==> src/rtl/gn2_pkg.sv <==
// ----------------------------------------------------------------------------
// gn2_pkg
// Shared constants, types and lookup functions for the 2-D gradient noise
// pipeline.
// ----------------------------------------------------------------------------
package gn2_pkg;

    localparam int FRAC_BITS     = 16;
    localparam int INT_BITS      = 16;
    localparam int OUT_FRAC_BITS = 15;
    localparam int ANGLE_STEPS   = 360;

    // pipeline depth, stages numbered from 1 (input capture) to NSTAGE (output)
    localparam int NSTAGE = 19;

    localparam int IN_W   = 32;
    localparam int OUT_W  = 16;
    localparam int TRIG_W = 16;
    localparam int ANG_W  = 9;

    // hash constants
    localparam logic [63:0] HASH_MX = 64'h9E3779B185EBCA87;
    localparam logic [63:0] HASH_MY = 64'hC2B2AE3D27D4EB4F;
    localparam logic [63:0] HASH_F1 = 64'hFF51AFD7ED558CCD;
    localparam logic [63:0] HASH_F2 = 64'hC4CEB9FE1A85EC53;
    localparam int          MIX_SHIFT = 33;

    // corner coordinate product width: signed cell times 33-bit half word
    localparam int CM_W = INT_BITS + 33;

    // modulo 360: byte fold, then reciprocal multiply and one correction
    localparam int FOLD_W   = 19;
    localparam int REM_W    = 10;
    localparam int RECIP_SH = 27;
    localparam logic [FOLD_W-1:0] RECIP_M = FOLD_W'((2 ** RECIP_SH) / ANGLE_STEPS);
    localparam logic [8:0] BYTE_WEIGHT [8] = '{
        9'd1, 9'd256, 9'd16, 9'd136, 9'd256, 9'd16, 9'd136, 9'd256
    };

    // dot product and blend widths
    localparam int DX_W       = FRAC_BITS + 1;
    localparam int DOT_PROD_W = DX_W + TRIG_W;
    localparam int DOT_SUM_W  = DOT_PROD_W + 1;
    localparam int DOT_SH     = FRAC_BITS + 15 - OUT_FRAC_BITS;
    localparam int DOT_W      = DOT_SUM_W - DOT_SH;
    localparam int S_W        = FRAC_BITS + 1;
    localparam int L1_W       = DOT_W + 1;
    localparam int LP1_W      = L1_W + S_W + 1;
    localparam int L2_W       = L1_W + 1;
    localparam int LP2_W      = L2_W + S_W + 1;

    // fade widths
    localparam int Q_W = FRAC_BITS + 5;

    typedef logic [NSTAGE:1]      t_stage_en;
    typedef logic [3:0][63:0]     t_hash4;

    typedef struct packed {
        logic signed [TRIG_W-1:0] cos_v;
        logic signed [TRIG_W-1:0] sin_v;
    } t_grad;

    typedef t_grad [3:0] t_grad4;

    // first quadrant of sine in Q1.15, one entry per degree
    localparam logic [14:0] QSINE [91] = '{
        15'd0,     15'd572,   15'd1144,  15'd1715,  15'd2286,  15'd2856,  15'd3425,
        15'd3993,  15'd4560,  15'd5126,  15'd5690,  15'd6252,  15'd6813,  15'd7371,
        15'd7927,  15'd8481,  15'd9032,  15'd9580,  15'd10126, 15'd10668, 15'd11207,
        15'd11743, 15'd12275, 15'd12803, 15'd13328, 15'd13848, 15'd14365, 15'd14876,
        15'd15384, 15'd15886, 15'd16384, 15'd16877, 15'd17364, 15'd17847, 15'd18324,
        15'd18795, 15'd19261, 15'd19720, 15'd20174, 15'd20622, 15'd21063, 15'd21498,
        15'd21926, 15'd22348, 15'd22763, 15'd23170, 15'd23571, 15'd23965, 15'd24351,
        15'd24730, 15'd25102, 15'd25466, 15'd25822, 15'd26170, 15'd26510, 15'd26842,
        15'd27166, 15'd27482, 15'd27789, 15'd28088, 15'd28378, 15'd28660, 15'd28932,
        15'd29197, 15'd29452, 15'd29698, 15'd29935, 15'd30163, 15'd30382, 15'd30592,
        15'd30792, 15'd30983, 15'd31164, 15'd31336, 15'd31499, 15'd31651, 15'd31795,
        15'd31928, 15'd32052, 15'd32166, 15'd32270, 15'd32365, 15'd32449, 15'd32524,
        15'd32588, 15'd32643, 15'd32688, 15'd32723, 15'd32748, 15'd32763, 15'd32767
    };

    function automatic logic signed [TRIG_W-1:0] sine_deg(input logic [ANG_W-1:0] d);
        logic [ANG_W-1:0] idx;
        logic             neg;
        logic signed [TRIG_W-1:0] mag;
        idx = d;
        neg = 1'b0;
        if (d < ANG_W'(90)) begin
            idx = d;
        end else if (d < ANG_W'(180)) begin
            idx = ANG_W'(180) - d;
        end else if (d < ANG_W'(270)) begin
            idx = d - ANG_W'(180);
            neg = 1'b1;
        end else begin
            idx = ANG_W'(360) - d;
            neg = 1'b1;
        end
        mag = $signed({1'b0, QSINE[idx[6:0]]});
        return neg ? -mag : mag;
    endfunction

    function automatic logic signed [TRIG_W-1:0] cosine_deg(input logic [ANG_W-1:0] d);
        logic [ANG_W:0] t;
        t = {1'b0, d} + (ANG_W+1)'(90);
        if (t >= (ANG_W+1)'(ANGLE_STEPS)) begin
            t = t - (ANG_W+1)'(ANGLE_STEPS);
        end
        return sine_deg(t[ANG_W-1:0]);
    endfunction

endpackage

==> src/rtl/gn2_angle.sv <==
// ----------------------------------------------------------------------------
// gn2_angle
// Hash modulo 360 and gradient lookup, stages 10 to 13.
// ----------------------------------------------------------------------------
module gn2_angle (
    input  logic               i_clk,
    input  gn2_pkg::t_stage_en i_en,
    input  gn2_pkg::t_hash4    i_hash,
    output gn2_pkg::t_grad4    o_grad
);

    localparam int QP_W = 2 * gn2_pkg::FOLD_W;

    logic [gn2_pkg::FOLD_W-1:0] r_fold10 [4];
    logic [gn2_pkg::FOLD_W-1:0] n_fold10 [4];
    logic [gn2_pkg::FOLD_W-1:0] r_fold11 [4];
    logic [QP_W-1:0]            r_qp11 [4];
    logic [QP_W-1:0]            n_qp11 [4];
    logic [gn2_pkg::REM_W-1:0]  r_rem12 [4];
    logic [gn2_pkg::REM_W-1:0]  n_rem12 [4];
    gn2_pkg::t_grad4            r_grad13;
    gn2_pkg::t_grad4            n_grad13;

    always_comb begin
        logic [gn2_pkg::FOLD_W-1:0]          acc;
        logic [gn2_pkg::FOLD_W-1:0]          rem;
        logic [gn2_pkg::REM_W-1:0]           r;
        logic [gn2_pkg::ANG_W-1:0]           ang;
        for (int k = 0; k < 4; k++) begin
            // each byte weighted by 2^(8i) mod 360
            acc = '0;
            for (int i = 0; i < 8; i++) begin
                acc = acc + gn2_pkg::FOLD_W'(i_hash[k][8*i +: 8])
                          * gn2_pkg::FOLD_W'(gn2_pkg::BYTE_WEIGHT[i]);
            end
            n_fold10[k] = acc;

            n_qp11[k] = QP_W'(r_fold10[k]) * QP_W'(gn2_pkg::RECIP_M);

            // quotient may be one short, remainder stays below 720
            rem = r_fold11[k]
                - gn2_pkg::FOLD_W'(r_qp11[k][QP_W-1:gn2_pkg::RECIP_SH])
                * gn2_pkg::FOLD_W'(gn2_pkg::ANGLE_STEPS);
            n_rem12[k] = rem[gn2_pkg::REM_W-1:0];

            r = r_rem12[k];
            if (r >= gn2_pkg::REM_W'(gn2_pkg::ANGLE_STEPS)) begin
                r = r - gn2_pkg::REM_W'(gn2_pkg::ANGLE_STEPS);
            end
            ang = r[gn2_pkg::ANG_W-1:0];
            n_grad13[k].cos_v = gn2_pkg::cosine_deg(ang);
            n_grad13[k].sin_v = gn2_pkg::sine_deg(ang);
        end
    end

    always_ff @(posedge i_clk) begin
        for (int k = 0; k < 4; k++) begin
            if (i_en[10]) r_fold10[k] <= n_fold10[k];
            if (i_en[11]) begin
                r_fold11[k] <= r_fold10[k];
                r_qp11[k]   <= n_qp11[k];
            end
            if (i_en[12]) r_rem12[k] <= n_rem12[k];
        end
        if (i_en[13]) r_grad13 <= n_grad13;
    end

    assign o_grad = r_grad13;

endmodule

==> config.mk <==
export PLATFORM = sky130hd
export DESIGN_NAME = gn2_angle
export DESIGN_NICKNAME = d
export VERILOG_FILES = /design/src/rtl/gn2_pkg.sv /design/src/rtl/gn2_angle.sv
export SDC_FILE = /design/constraint.sdc
export NUM_CORES = 2
export LEC_CHECK = 0
export ABC_AREA = 1
export BUFFER_PORTS_ARGS = -buffer_cell sky130_fd_sc_hd__buf_2
export CORE_MARGIN = 2
export CORE_UTILIZATION = 45
export CTS_BUF_LIST = sky130_fd_sc_hd__clkbuf_16
export CTS_CLUSTER_SIZE = 20
export DETAILED_ROUTE_END_ITERATION = 12
export GPL_TIMING_DRIVEN = 0
export SYNTH_ARGS = -nofsm -noshare
export SYNTH_HDL_FRONTEND = slang
export SYNTH_SLANG_ARGS = --single-unit
==> constraint.sdc <==
create_clock -name i_clk -period 7.4 [get_ports i_clk]
set_input_delay 1.11 -clock i_clk [delete_from_list [all_inputs] [get_ports i_clk]]
set_output_delay 1.11 -clock i_clk [all_outputs]
set_load 0.02 [all_outputs]
==> run metrics <==
Via density=~5.4; starting density of the core=roughly 45%; Die Y=between 300 and 400 um; EDFF count, synth=approximately 310; met2 Usage GRT=a little under half; CORE AREA=between 0.1 and 0.15 mm2; Slew @ Worst Pin=around 1000 ps; share of post-route cells with drive strength above 1=about a tenth; Boundary Pins=a little over 400; final WL=slightly below 200000 um; worst clock skew=between 30 and 40 ps; vias after detailed routing=about 57000; area share of the largest cell type after synthesis=roughly a fifth; Setup CP Type=reg2reg; die width=~380 um; r2r worst-path depth=45; Req. time, crit path=between 7000 and 8000 ps; largest net degree at the start of global routing=95; DRT Pass-1 Iters=6; Max-slew headroom=~30%; CTS Root Cell=clkbuf_16; non-filler cells, final=roughly 11000; Startpoint Class=flip-flop; global route total overflow=0; status=complete, no violations; setup repair bufs after CTS=0; final slew viol count=0; site row count=approximately 140; Worst path max stage delay=between 500 and 600 ps; initial drt markers=approximately 4800; NumNets Final=between 10000 and 15000; element type at the critical path end=flip-flop; R2R setup slack=~680 ps; top cell type by total area after synthesis=fa_1; global routing's busiest layer=met2; Synth Net Count=approximately 10000; critical-path maximum fanout=11; synth unique cells=77; Sink Count=~310; reg2reg end=o_grad[22]$_DFFE_PP_; final setup TNS=0 ps; Tcrit/Tclk final=90.88%; final hold vios=0; hold path start=r_fold11[3][2]$_DFFE_PP_; drc violations=0; Resize count post-CTS=0; RSZ-0062 raised after global routing=no; FF+latch count, synth=between 300 and 400; area delta synth->final=9.248%; synth top area cells=fa_1 (21%), ha_1 (17%), edfxtp_1 (15%), inv_1 (9.8%), nand2_1 (9.5%); CTS tree=built; initial antenna violation count=9; DP Wirelength=161800 um; CTS Buffer Depth=3; sequential area share after synthesis=~15%; Syn Inst Count=8176; ys async rst share=0%; CP Data Arrival Time=slightly above 7000 ps; cell mode on critical path=nand2_1; Worst-Skew Late Latency=660 ps; Reg clk slew, reported paths=~60 ps; synth warn=0; met1 Use GR=a little over a third; worst-case hold path end point=r_rem12[3][2]$_DFFE_PP_; first-pass GRT wire length=310900 um; depth of the worst hold-timing path=0; fmax=148.7 MHz; GPL Wtd Cong=between 0.9 and 1; count of final setup violators=0; fin crit period=approximately 6700 ps; vias in the first global route=roughly 57000; Critical R2R Launch=r_rem12[0][3]$_DFFE_PP_; max_cap viols=0; Main synth FF type=edfxtp_1; Synth Cell Area=0.06322 mm2; CP max stage cell=edfxtp_1; Post-CTS Hold Buffers=0; placed cell count=~10000; worst setup path startpoint=r_rem12[0][3]$_DFFE_PP_; Tot GR Track Use=a little over a quarter; CTS buffer count=44; met3 usage=~3.3%; ANT nets after route=0; DIE AREA=approximately 0.14 mm2; HP Class=reg2reg; fill count=between 10000 and 15000; syn_area_per_cell=a little under 8 um2; H-tree levels=2; drt wl/cell=between 15 and 20 um; IO Port Bufs=just under 400
[synthesized netlist by cell type, drive strengths merged, types with 3 or more instances]
cell and instances:
a211oi 7, a21o 12, a21oi 356, a221oi 5, a31oi 41, and3 13, buf 114, clkbuf 71
clkinv 9, edfxtp 312, fa 672, ha 851, inv 1713, nand2 1722, nand3 790, nand3b 14
nand4 53, nor2 472, nor3 60, nor3b 4, nor4 10, o2111ai 8, o211ai 57, o21a 8
o21ai 371, o21bai 15, o221ai 25, o22ai 16, o311ai 8, o31ai 16, o32ai 3, or2 18
xnor2 99, xor2 206
[placed cells by master, fill, tap and decap left out, types with 201 or more instances in the layout]
cell	synthesis	routed
ha_1	851	851
inv_1	1650	1656
nor2_1	442	442
buf_2	65	451
nand2_1	1608	1607
o21ai_0	307	307
nand3_1	760	760
fa_1	672	672
a21oi_1	344	344
xor2_1	201	201
edfxtp_1	312	312
[worst max-delay path by stage]
stage,end,cells after the start
6_report,o_grad[22]$_DFFE_PP_,45
5_1_grt,o_grad[58]$_DFFE_PP_,49
4_1_cts,o_grad[30]$_DFFE_PP_,43
3_5_place_dp,o_grad[30]$_DFFE_PP_,43
3_3_place_gp,r_qp11[0][31]$_DFFE_PP_,22
2_1_floorplan,r_fold10[0][18]$_DFFE_PP_,28
[worst max-delay path: cells and delay by family, from the launching register on]
kind,cells,cell delay (ps)
fa+ha+maj,4,800
flops,1,520
xor+xnor,1,170
compound gates,1,80
simple gates,34,4180
buf+inv,5,720
[logic make-up (layout without fill, tap and decap cells)]
kind of cell | after synthesis | after routing | share of synthesized area (%)
xor gates and xnor gates | 305 | 305 | 4.308
adders and majority gates | 1523 | 1523 | 38.12
buffers and inverters | 1907 | 2380 | 11.78
other | 0 | 4 | 0
and+or+nand+nor | 3160 | 3160 | 22.09
DFF | 312 | 312 | 14.82
AOI/OAI and AO/OA | 969 | 969 | 8.880
[state kept, by name (all words and copies together), names as in the netlist]
| signal | count |
|---|---|
| r_fold11 | 38 |
| r_qp11 | 30 |
| o_grad | 128 |
| r_rem12 | 40 |
| r_fold10 | 76 |
[area by class of cell]
cell class	count	area, um2	area share (%)
clock buffer	44	1101	1.594
inverter	1722	6469	9.366
clock inverter	37	345.3	0.5000
multi-input combinational	5957	46410	67.19
timing repair buffer	392	2041	2.955
buffer	185	978.4	1.417
antenna	4	10.01	0.01449
tap	1876	2347	3.398
sequential	312	9369	13.56
[through the flow]
step / hold WS (ps) / setup WS [ps] / utilization, % / area, um2
after floorplan: 400.3 / 1263 / - / 63220
after global placement: 406.7 / 277.2 / 48.38 / 67510
after detailed placement: 411.5 / 565.5 / 48.45 / 67610
after CTS: 424.7 / 574.1 / 49.49 / 69060
after global routing: 448.7 / 45.26 / 49.50 / 69060
final: 425.4 / 675.1 / 49.50 / 69070
[per-layer routing]
metal	share of wire, %	wire length [um]	vias up
li1	-	-	27109
met1	43	83060	26942
met2	47	92250	2266
met3	6.2	12210	468
met4	4.0	7831	10
met5	0.035	68	-
Power is left out: the tool's default activity adds up to more than one toggle a clock period on the data nets, which glitch-free logic cannot reach.
