File: src/rtl/gn2_pkg.sv
// ----------------------------------------------------------------------------
// gn2_pkg
// Shared constants, types and lookup functions for the 2-D gradient noise
// pipeline.
// ----------------------------------------------------------------------------
package gn2_pkg;

    localparam int FRAC_BITS     = 16;
    localparam int INT_BITS      = 16;
    localparam int OUT_FRAC_BITS = 15;
    localparam int ANGLE_STEPS   = 360;

    // pipeline depth, stages numbered from 1 (input capture) to NSTAGE (output)
    localparam int NSTAGE = 19;

    localparam int IN_W   = 32;
    localparam int OUT_W  = 16;
    localparam int TRIG_W = 16;
    localparam int ANG_W  = 9;

    // hash constants
    localparam logic [63:0] HASH_MX = 64'h9E3779B185EBCA87;
    localparam logic [63:0] HASH_MY = 64'hC2B2AE3D27D4EB4F;
    localparam logic [63:0] HASH_F1 = 64'hFF51AFD7ED558CCD;
    localparam logic [63:0] HASH_F2 = 64'hC4CEB9FE1A85EC53;
    localparam int          MIX_SHIFT = 33;

    // corner coordinate product width: signed cell times 33-bit half word
    localparam int CM_W = INT_BITS + 33;

    // modulo 360: byte fold, then reciprocal multiply and one correction
    localparam int FOLD_W   = 19;
    localparam int REM_W    = 10;
    localparam int RECIP_SH = 27;
    localparam logic [FOLD_W-1:0] RECIP_M = FOLD_W'((2 ** RECIP_SH) / ANGLE_STEPS);
    localparam logic [8:0] BYTE_WEIGHT [8] = '{
        9'd1, 9'd256, 9'd16, 9'd136, 9'd256, 9'd16, 9'd136, 9'd256
    };

    // dot product and blend widths
    localparam int DX_W       = FRAC_BITS + 1;
    localparam int DOT_PROD_W = DX_W + TRIG_W;
    localparam int DOT_SUM_W  = DOT_PROD_W + 1;
    localparam int DOT_SH     = FRAC_BITS + 15 - OUT_FRAC_BITS;
    localparam int DOT_W      = DOT_SUM_W - DOT_SH;
    localparam int S_W        = FRAC_BITS + 1;
    localparam int L1_W       = DOT_W + 1;
    localparam int LP1_W      = L1_W + S_W + 1;
    localparam int L2_W       = L1_W + 1;
    localparam int LP2_W      = L2_W + S_W + 1;

    // fade widths
    localparam int Q_W = FRAC_BITS + 5;

    typedef logic [NSTAGE:1]      t_stage_en;
    typedef logic [3:0][63:0]     t_hash4;

    typedef struct packed {
        logic signed [TRIG_W-1:0] cos_v;
        logic signed [TRIG_W-1:0] sin_v;
    } t_grad;

    typedef t_grad [3:0] t_grad4;

    // first quadrant of sine in Q1.15, one entry per degree
    localparam logic [14:0] QSINE [91] = '{
        15'd0,     15'd572,   15'd1144,  15'd1715,  15'd2286,  15'd2856,  15'd3425,
        15'd3993,  15'd4560,  15'd5126,  15'd5690,  15'd6252,  15'd6813,  15'd7371,
        15'd7927,  15'd8481,  15'd9032,  15'd9580,  15'd10126, 15'd10668, 15'd11207,
        15'd11743, 15'd12275, 15'd12803, 15'd13328, 15'd13848, 15'd14365, 15'd14876,
        15'd15384, 15'd15886, 15'd16384, 15'd16877, 15'd17364, 15'd17847, 15'd18324,
        15'd18795, 15'd19261, 15'd19720, 15'd20174, 15'd20622, 15'd21063, 15'd21498,
        15'd21926, 15'd22348, 15'd22763, 15'd23170, 15'd23571, 15'd23965, 15'd24351,
        15'd24730, 15'd25102, 15'd25466, 15'd25822, 15'd26170, 15'd26510, 15'd26842,
        15'd27166, 15'd27482, 15'd27789, 15'd28088, 15'd28378, 15'd28660, 15'd28932,
        15'd29197, 15'd29452, 15'd29698, 15'd29935, 15'd30163, 15'd30382, 15'd30592,
        15'd30792, 15'd30983, 15'd31164, 15'd31336, 15'd31499, 15'd31651, 15'd31795,
        15'd31928, 15'd32052, 15'd32166, 15'd32270, 15'd32365, 15'd32449, 15'd32524,
        15'd32588, 15'd32643, 15'd32688, 15'd32723, 15'd32748, 15'd32763, 15'd32767
    };

    function automatic logic signed [TRIG_W-1:0] sine_deg(input logic [ANG_W-1:0] d);
        logic [ANG_W-1:0] idx;
        logic             neg;
        logic signed [TRIG_W-1:0] mag;
        idx = d;
        neg = 1'b0;
        if (d < ANG_W'(90)) begin
            idx = d;
        end else if (d < ANG_W'(180)) begin
            idx = ANG_W'(180) - d;
        end else if (d < ANG_W'(270)) begin
            idx = d - ANG_W'(180);
            neg = 1'b1;
        end else begin
            idx = ANG_W'(360) - d;
            neg = 1'b1;
        end
        mag = $signed({1'b0, QSINE[idx[6:0]]});
        return neg ? -mag : mag;
    endfunction

    function automatic logic signed [TRIG_W-1:0] cosine_deg(input logic [ANG_W-1:0] d);
        logic [ANG_W:0] t;
        t = {1'b0, d} + (ANG_W+1)'(90);
        if (t >= (ANG_W+1)'(ANGLE_STEPS)) begin
            t = t - (ANG_W+1)'(ANGLE_STEPS);
        end
        return sine_deg(t[ANG_W-1:0]);
    endfunction

endpackage

File: src/rtl/gn2_fade.sv
// ----------------------------------------------------------------------------
// gn2_fade
// Quintic fade of both fractions, stages 2 to 8, with delay lines that
// align the fractions and the fade weights to the blend stages.
// ----------------------------------------------------------------------------
module gn2_fade (
    input  logic                          i_clk,
    input  gn2_pkg::t_stage_en            i_en,
    input  logic [gn2_pkg::FRAC_BITS-1:0] i_fx,
    input  logic [gn2_pkg::FRAC_BITS-1:0] i_fy,
    output logic [gn2_pkg::FRAC_BITS-1:0] o_fx,
    output logic [gn2_pkg::FRAC_BITS-1:0] o_fy,
    output logic [gn2_pkg::S_W-1:0]       o_sx,
    output logic [gn2_pkg::S_W-1:0]       o_sy
);

    localparam int F    = gn2_pkg::FRAC_BITS;
    localparam int UU_W = 2 * F;
    localparam int U2_W = F + 1;
    localparam int T6_W = 2 * F + 3;
    localparam int UQ_W = U2_W + gn2_pkg::Q_W;

    localparam logic [UU_W-1:0] HALF_UU = UU_W'(2 ** (F - 1));
    localparam logic [T6_W-1:0] HALF_T6 = T6_W'(2 ** (F - 1));
    localparam logic [UQ_W-1:0] HALF_UQ = UQ_W'(2 ** (F - 1));
    localparam logic [gn2_pkg::Q_W-1:0] TEN_ONE = gn2_pkg::Q_W'(10 * (2 ** F));

    logic [F-1:0]            w_u [2];
    logic [F-1:0]            r_fd [2][2:13];
    logic [UU_W-1:0]         r_uu2 [2];
    logic [F+3:0]            r_u15 [2];
    logic [U2_W-1:0]         r_u23 [2];
    logic [gn2_pkg::Q_W-1:0] r_q3 [2];
    logic [U2_W+F-1:0]       r_u2u4 [2];
    logic [gn2_pkg::Q_W-1:0] r_q4 [2];
    logic [U2_W-1:0]         r_u35 [2];
    logic [gn2_pkg::Q_W-1:0] r_q5 [2];
    logic [UQ_W-1:0]         r_u3q6 [2];
    logic [gn2_pkg::S_W-1:0] r_s [2][8:15];

    logic [UU_W-1:0]         n_uu2 [2];
    logic [F+3:0]            n_u15 [2];
    logic [U2_W-1:0]         n_u23 [2];
    logic [gn2_pkg::Q_W-1:0] n_q3 [2];
    logic [U2_W+F-1:0]       n_u2u4 [2];
    logic [U2_W-1:0]         n_u35 [2];
    logic [UQ_W-1:0]         n_u3q6 [2];
    logic [gn2_pkg::S_W-1:0] n_s7 [2];

    assign w_u[0] = i_fx;
    assign w_u[1] = i_fy;

    always_comb begin
        logic [T6_W-1:0]         t6;
        logic [UU_W:0]           r2;
        logic [U2_W+F:0]         r3;
        logic [UQ_W-1:0]         rs;
        logic [gn2_pkg::Q_W-1:0] q;
        for (int l = 0; l < 2; l++) begin
            n_uu2[l] = UU_W'(r_fd[l][2]) * UU_W'(r_fd[l][2]);
            n_u15[l] = (F+4)'(r_fd[l][2]) * (F+4)'(15);

            r2 = {1'b0, r_uu2[l]} + {1'b0, HALF_UU};
            n_u23[l] = r2[UU_W:F];
            t6 = (T6_W'(r_uu2[l]) << 2) + (T6_W'(r_uu2[l]) << 1) + HALF_T6;
            q = TEN_ONE + gn2_pkg::Q_W'(t6[T6_W-1:F]);
            n_q3[l] = q - gn2_pkg::Q_W'(r_u15[l]);

            n_u2u4[l] = (U2_W+F)'(r_u23[l]) * (U2_W+F)'(r_fd[l][4]);

            r3 = {1'b0, r_u2u4[l]} + (U2_W+F+1)'(2 ** (F - 1));
            n_u35[l] = r3[U2_W+F-1:F];

            n_u3q6[l] = UQ_W'(r_u35[l]) * UQ_W'(r_q5[l]);

            rs = r_u3q6[l] + HALF_UQ;
            n_s7[l] = rs[F+gn2_pkg::S_W-1:F];
        end
    end

    always_ff @(posedge i_clk) begin
        for (int l = 0; l < 2; l++) begin
            if (i_en[2]) r_fd[l][2] <= w_u[l];
            for (int k = 3; k <= 13; k++) begin
                if (i_en[k]) r_fd[l][k] <= r_fd[l][k-1];
            end
            if (i_en[3]) begin
                r_uu2[l] <= n_uu2[l];
                r_u15[l] <= n_u15[l];
            end
            if (i_en[4]) begin
                r_u23[l] <= n_u23[l];
                r_q3[l]  <= n_q3[l];
            end
            if (i_en[5]) begin
                r_u2u4[l] <= n_u2u4[l];
                r_q4[l]   <= r_q3[l];
            end
            if (i_en[6]) begin
                r_u35[l] <= n_u35[l];
                r_q5[l]  <= r_q4[l];
            end
            if (i_en[7]) begin
                r_u3q6[l] <= n_u3q6[l];
            end
            if (i_en[8]) r_s[l][8] <= n_s7[l];
            for (int k = 9; k <= 15; k++) begin
                if (i_en[k]) r_s[l][k] <= r_s[l][k-1];
            end
        end
    end

    assign o_fx = r_fd[0][13];
    assign o_fy = r_fd[1][13];
    assign o_sx = r_s[0][15];
    assign o_sy = r_s[1][15];

endmodule

File: config.mk
export PLATFORM = sky130hd
export DESIGN_NAME = gn2_fade
export DESIGN_NICKNAME = d
export VERILOG_FILES = /design/src/rtl/gn2_pkg.sv /design/src/rtl/gn2_fade.sv
export SDC_FILE = /design/constraint.sdc
export NUM_CORES = 2
export LEC_CHECK = 0
export BUFFER_PORTS_ARGS = -buffer_cell sky130_fd_sc_hd__buf_4
export CORE_MARGIN = 2
export CORE_UTILIZATION = 55
export CTS_CLUSTER_SIZE = 40
export DETAILED_ROUTE_END_ITERATION = 7
export PLACE_DENSITY = 0.8
export SLEW_MARGIN = 20
export SYNTH_ARGS = -nofsm -noshare
export SYNTH_HDL_FRONTEND = slang
export SYNTH_SLANG_ARGS = --single-unit
File: constraint.sdc
create_clock -name i_clk -period 14 [get_ports i_clk]
set_input_delay 1.4 -clock i_clk [delete_from_list [all_inputs] [get_ports i_clk]]
set_output_delay 1.4 -clock i_clk [all_outputs]
set_load 0.1 [all_outputs]
==> qor.txt <==
Post-CTS sizing: 0
H-tree levels: 3
Grt ovf: 0
DPL Wire Length: 137000 µm
Worst Path Class, Setup: reg2reg
Primary FF master, synth: edfxtp_1
All-layer global routing usage: 22.6%
Fmax: 136 MHz
1st-pass router iterations: 6
Area of the die: 171000 µm²
DRT iter0 DRCs: 4079
Yosys warns: 0
Net Count, Synth: 10310
# rows: 150
Core box area: 167000 µm²
Share of layout cells above drive strength 1: 4.19%
Top cells by area, synth: edfxtp_1, fa_1, ha_1
DIE HEIGHT: 413 µm
Largest net degree at the start of global routing: 84
Final Non-Filler Cells: 10317
Status: finished clean
DR WL/cell: 18.0 µm
Final Hold Violating Endpoints: 0
RSZ-0062 raised after global routing: false
Crit path DAT: 7880 ps
Vias in the first global route: 61284
Fill cells: 12816
Port bufs: 112
Cell taking the most area after synthesis: edfxtp_1
DRC violations left: 0
CTS Hold Bufs: 0
EDFF count, synth: 1020
Area of the multi-input gates: 53800 µm²
Clk_lat worst skew: 760 ps
Antenna-violating nets left: 0
Mapped cell area: 92000 µm²
Ys async rst share: 0%
Clock Pin Slew Worst Setup and Hold Paths: 60 ps
Synth top area share: 33.3%
Min-Delay Path Class: reg2reg
Largest fanout on the critical path: 18
Startpoint types: register
Root buf cell: clkbuf_16
Slew @ Worst Pin: 1160 ps
Setup bufs post-CTS: 0
Commonest cells post-synth: inv_1, fa_1, edfxtp_1, nand2_1, ha_1
Crit path capture type: register
Synth unique cells: 77
Nets: 10281
Period Utilization, post-route: 52.6%
Synthesized instance count: 8055
First-pass GRT wire length: 307000 µm
Sequential fraction of the synthesis area: 33.3%
I/O pins: 118
Worst EP required: 14510 ps
Pins Over Slew Limit: 0
Setup total negative slack: 0 ps
Final WL: 186000 µm
CTS tree: yes
Count leader, synth: inv_1
Area delta synth->final: 6.55%
Pre-CTS setup slack: 6620 ps
Sequential Area: 30600 µm²
Max cap viols: 0
Worst slew margin: 22.4%
Mean Syn Cell Area: 11.4 µm²
Clock skew: 59.5 ps
Routed via count: 55996
Clk buf depth: 3
Initial Utilization: 55.2%
Final setup viols: 0
Crit path time final: 7360 ps
Num Clock Sinks: 1020
Initial antenna violation count: 0
CTS buffer count: 102
Setup ws final: 6640 ps
Flops & latches, synth: 1020
Die width: 413 µm
Post-placement cell count: 10124
Post-DR vias/cell: 5.43
Gpl congestion: 0.900
cell type report:
cell class	count	area share, %
Antenna cell	2	0.00511
Inverter	1660	6.36
Clock buffer	120	2.67
Timing Repair Buffer	145	1.12
Multi-Input combinational cell	5097	54.9
Sequential cell	1020	31.2
Clock inverter	69	0.854
Tap cell	2204	2.81
cells by family (layout without fill, tap and decap cells):
| family | Yosys count | count (layout) | synth area share [%] |
|---|---|---|---|
| adders and majority gates | 2203 | 2203 | 41.0 |
| muxes | 6 | 6 | 0.0680 |
| xor gates and xnor gates | 333 | 333 | 3.17 |
| buffers and inverters | 1938 | 1994 | 8.18 |
| and+or+nand+nor | 2053 | 2053 | 10.7 |
| DFF | 1020 | 1020 | 33.3 |
| other | 0 | 2 | 0 |
| AOI/OAI and AO/OA | 502 | 502 | 3.59 |
worst paths after layout:
kind              cells past startpoint                endpoint                    from  slack [ps]
setup reg to reg                     21  r_uu2[0][31]$_DFFE_PP_  r_fd[0][184]$_DFFE_PP_        6640
hold / removal                        0   r_s[1][101]$_DFFE_PP_   r_s[1][118]$_DFFE_PP_         390
hold reg to reg                       0   r_s[1][101]$_DFFE_PP_   r_s[1][118]$_DFFE_PP_         390
setup / recovery                     21  r_uu2[0][31]$_DFFE_PP_  r_fd[0][184]$_DFFE_PP_        6640
sequential cells by signal, indices dropped and copies added, names as in the netlist:
name	flops
r_fd	384
r_u3q6	36
r_q4	42
r_u2u4	36
r_u35	34
r_u23	34
r_u15	38
r_q3	42
r_q5	42
r_uu2	60
r_s	272
cell usage in the layout, fill, tap and decap left out, drive strengths merged, types with 13 or more instances in the layout:
| cell type | netlist | final |
|---|---|---|
| nand4 | 27 | 27 |
| fa | 1352 | 1352 |
| clkinv | 0 | 45 |
| and3 | 48 | 48 |
| a211oi | 25 | 25 |
| and2 | 602 | 602 |
| o211ai | 15 | 15 |
| a21oi | 172 | 172 |
| clkbuf | 210 | 120 |
| ha | 851 | 851 |
| buf | 68 | 145 |
| a21o | 59 | 59 |
| nand2 | 944 | 944 |
| o21a | 28 | 28 |
| edfxtp | 1020 | 1020 |
| xnor2 | 237 | 237 |
| nor2 | 202 | 202 |
| nand2b | 14 | 14 |
| xor2 | 96 | 96 |
| o21ai | 79 | 79 |
| nand3 | 79 | 79 |
| o21bai | 18 | 18 |
| nor2b | 31 | 31 |
| inv | 1660 | 1669 |
| or3 | 13 | 13 |
| or2 | 21 | 21 |
| nor3 | 52 | 52 |
stage by stage:
stage	utilization [%]	instance area [µm²]	hold WS, ps
6_report	58.8	98000	391
5_1_grt	58.8	98000	407
4_1_cts	58.8	98000	378
3_5_place_dp	56.7	94500	405
3_3_place_gp	56.7	94500	401
2_1_floorplan	-	92000	400
worst max-delay path, cell delays in order, from the launching register on:
cell	delay [ps]
edfxtp_1	1030
inv_1	390
nor2_1	310
fa_1	450
inv_1	80
fa_1	420
inv_1	90
fa_1	450
fa_1	510
fa_1	490
inv_1	50
fa_1	490
inv_1	50
ha_1	310
and3_1	210
and2_1	180
a221o_1	380
a211oi_1	430
o21ai_1	160
a211oi_1	360
a21oi_1	150
xnor2_1	150
layer usage:
metal | routed length (µm) | vias to the layer above | part of all wire (%) | global-route usage (%)
li1 | - | 25179 | - | -
met4 | 6340 | 0 | 3.4 | 7.92
met1 | 74700 | 28050 | 40 | 29.3
met3 | 14000 | 505 | 7.5 | 3.72
met2 | 90800 | 2262 | 49 | 38.6
met5 | 0 | - | 0 | 0
Power is left out: the tool's default activity adds up to more than one toggle a clock period on the data nets, which glitch-free logic cannot reach.
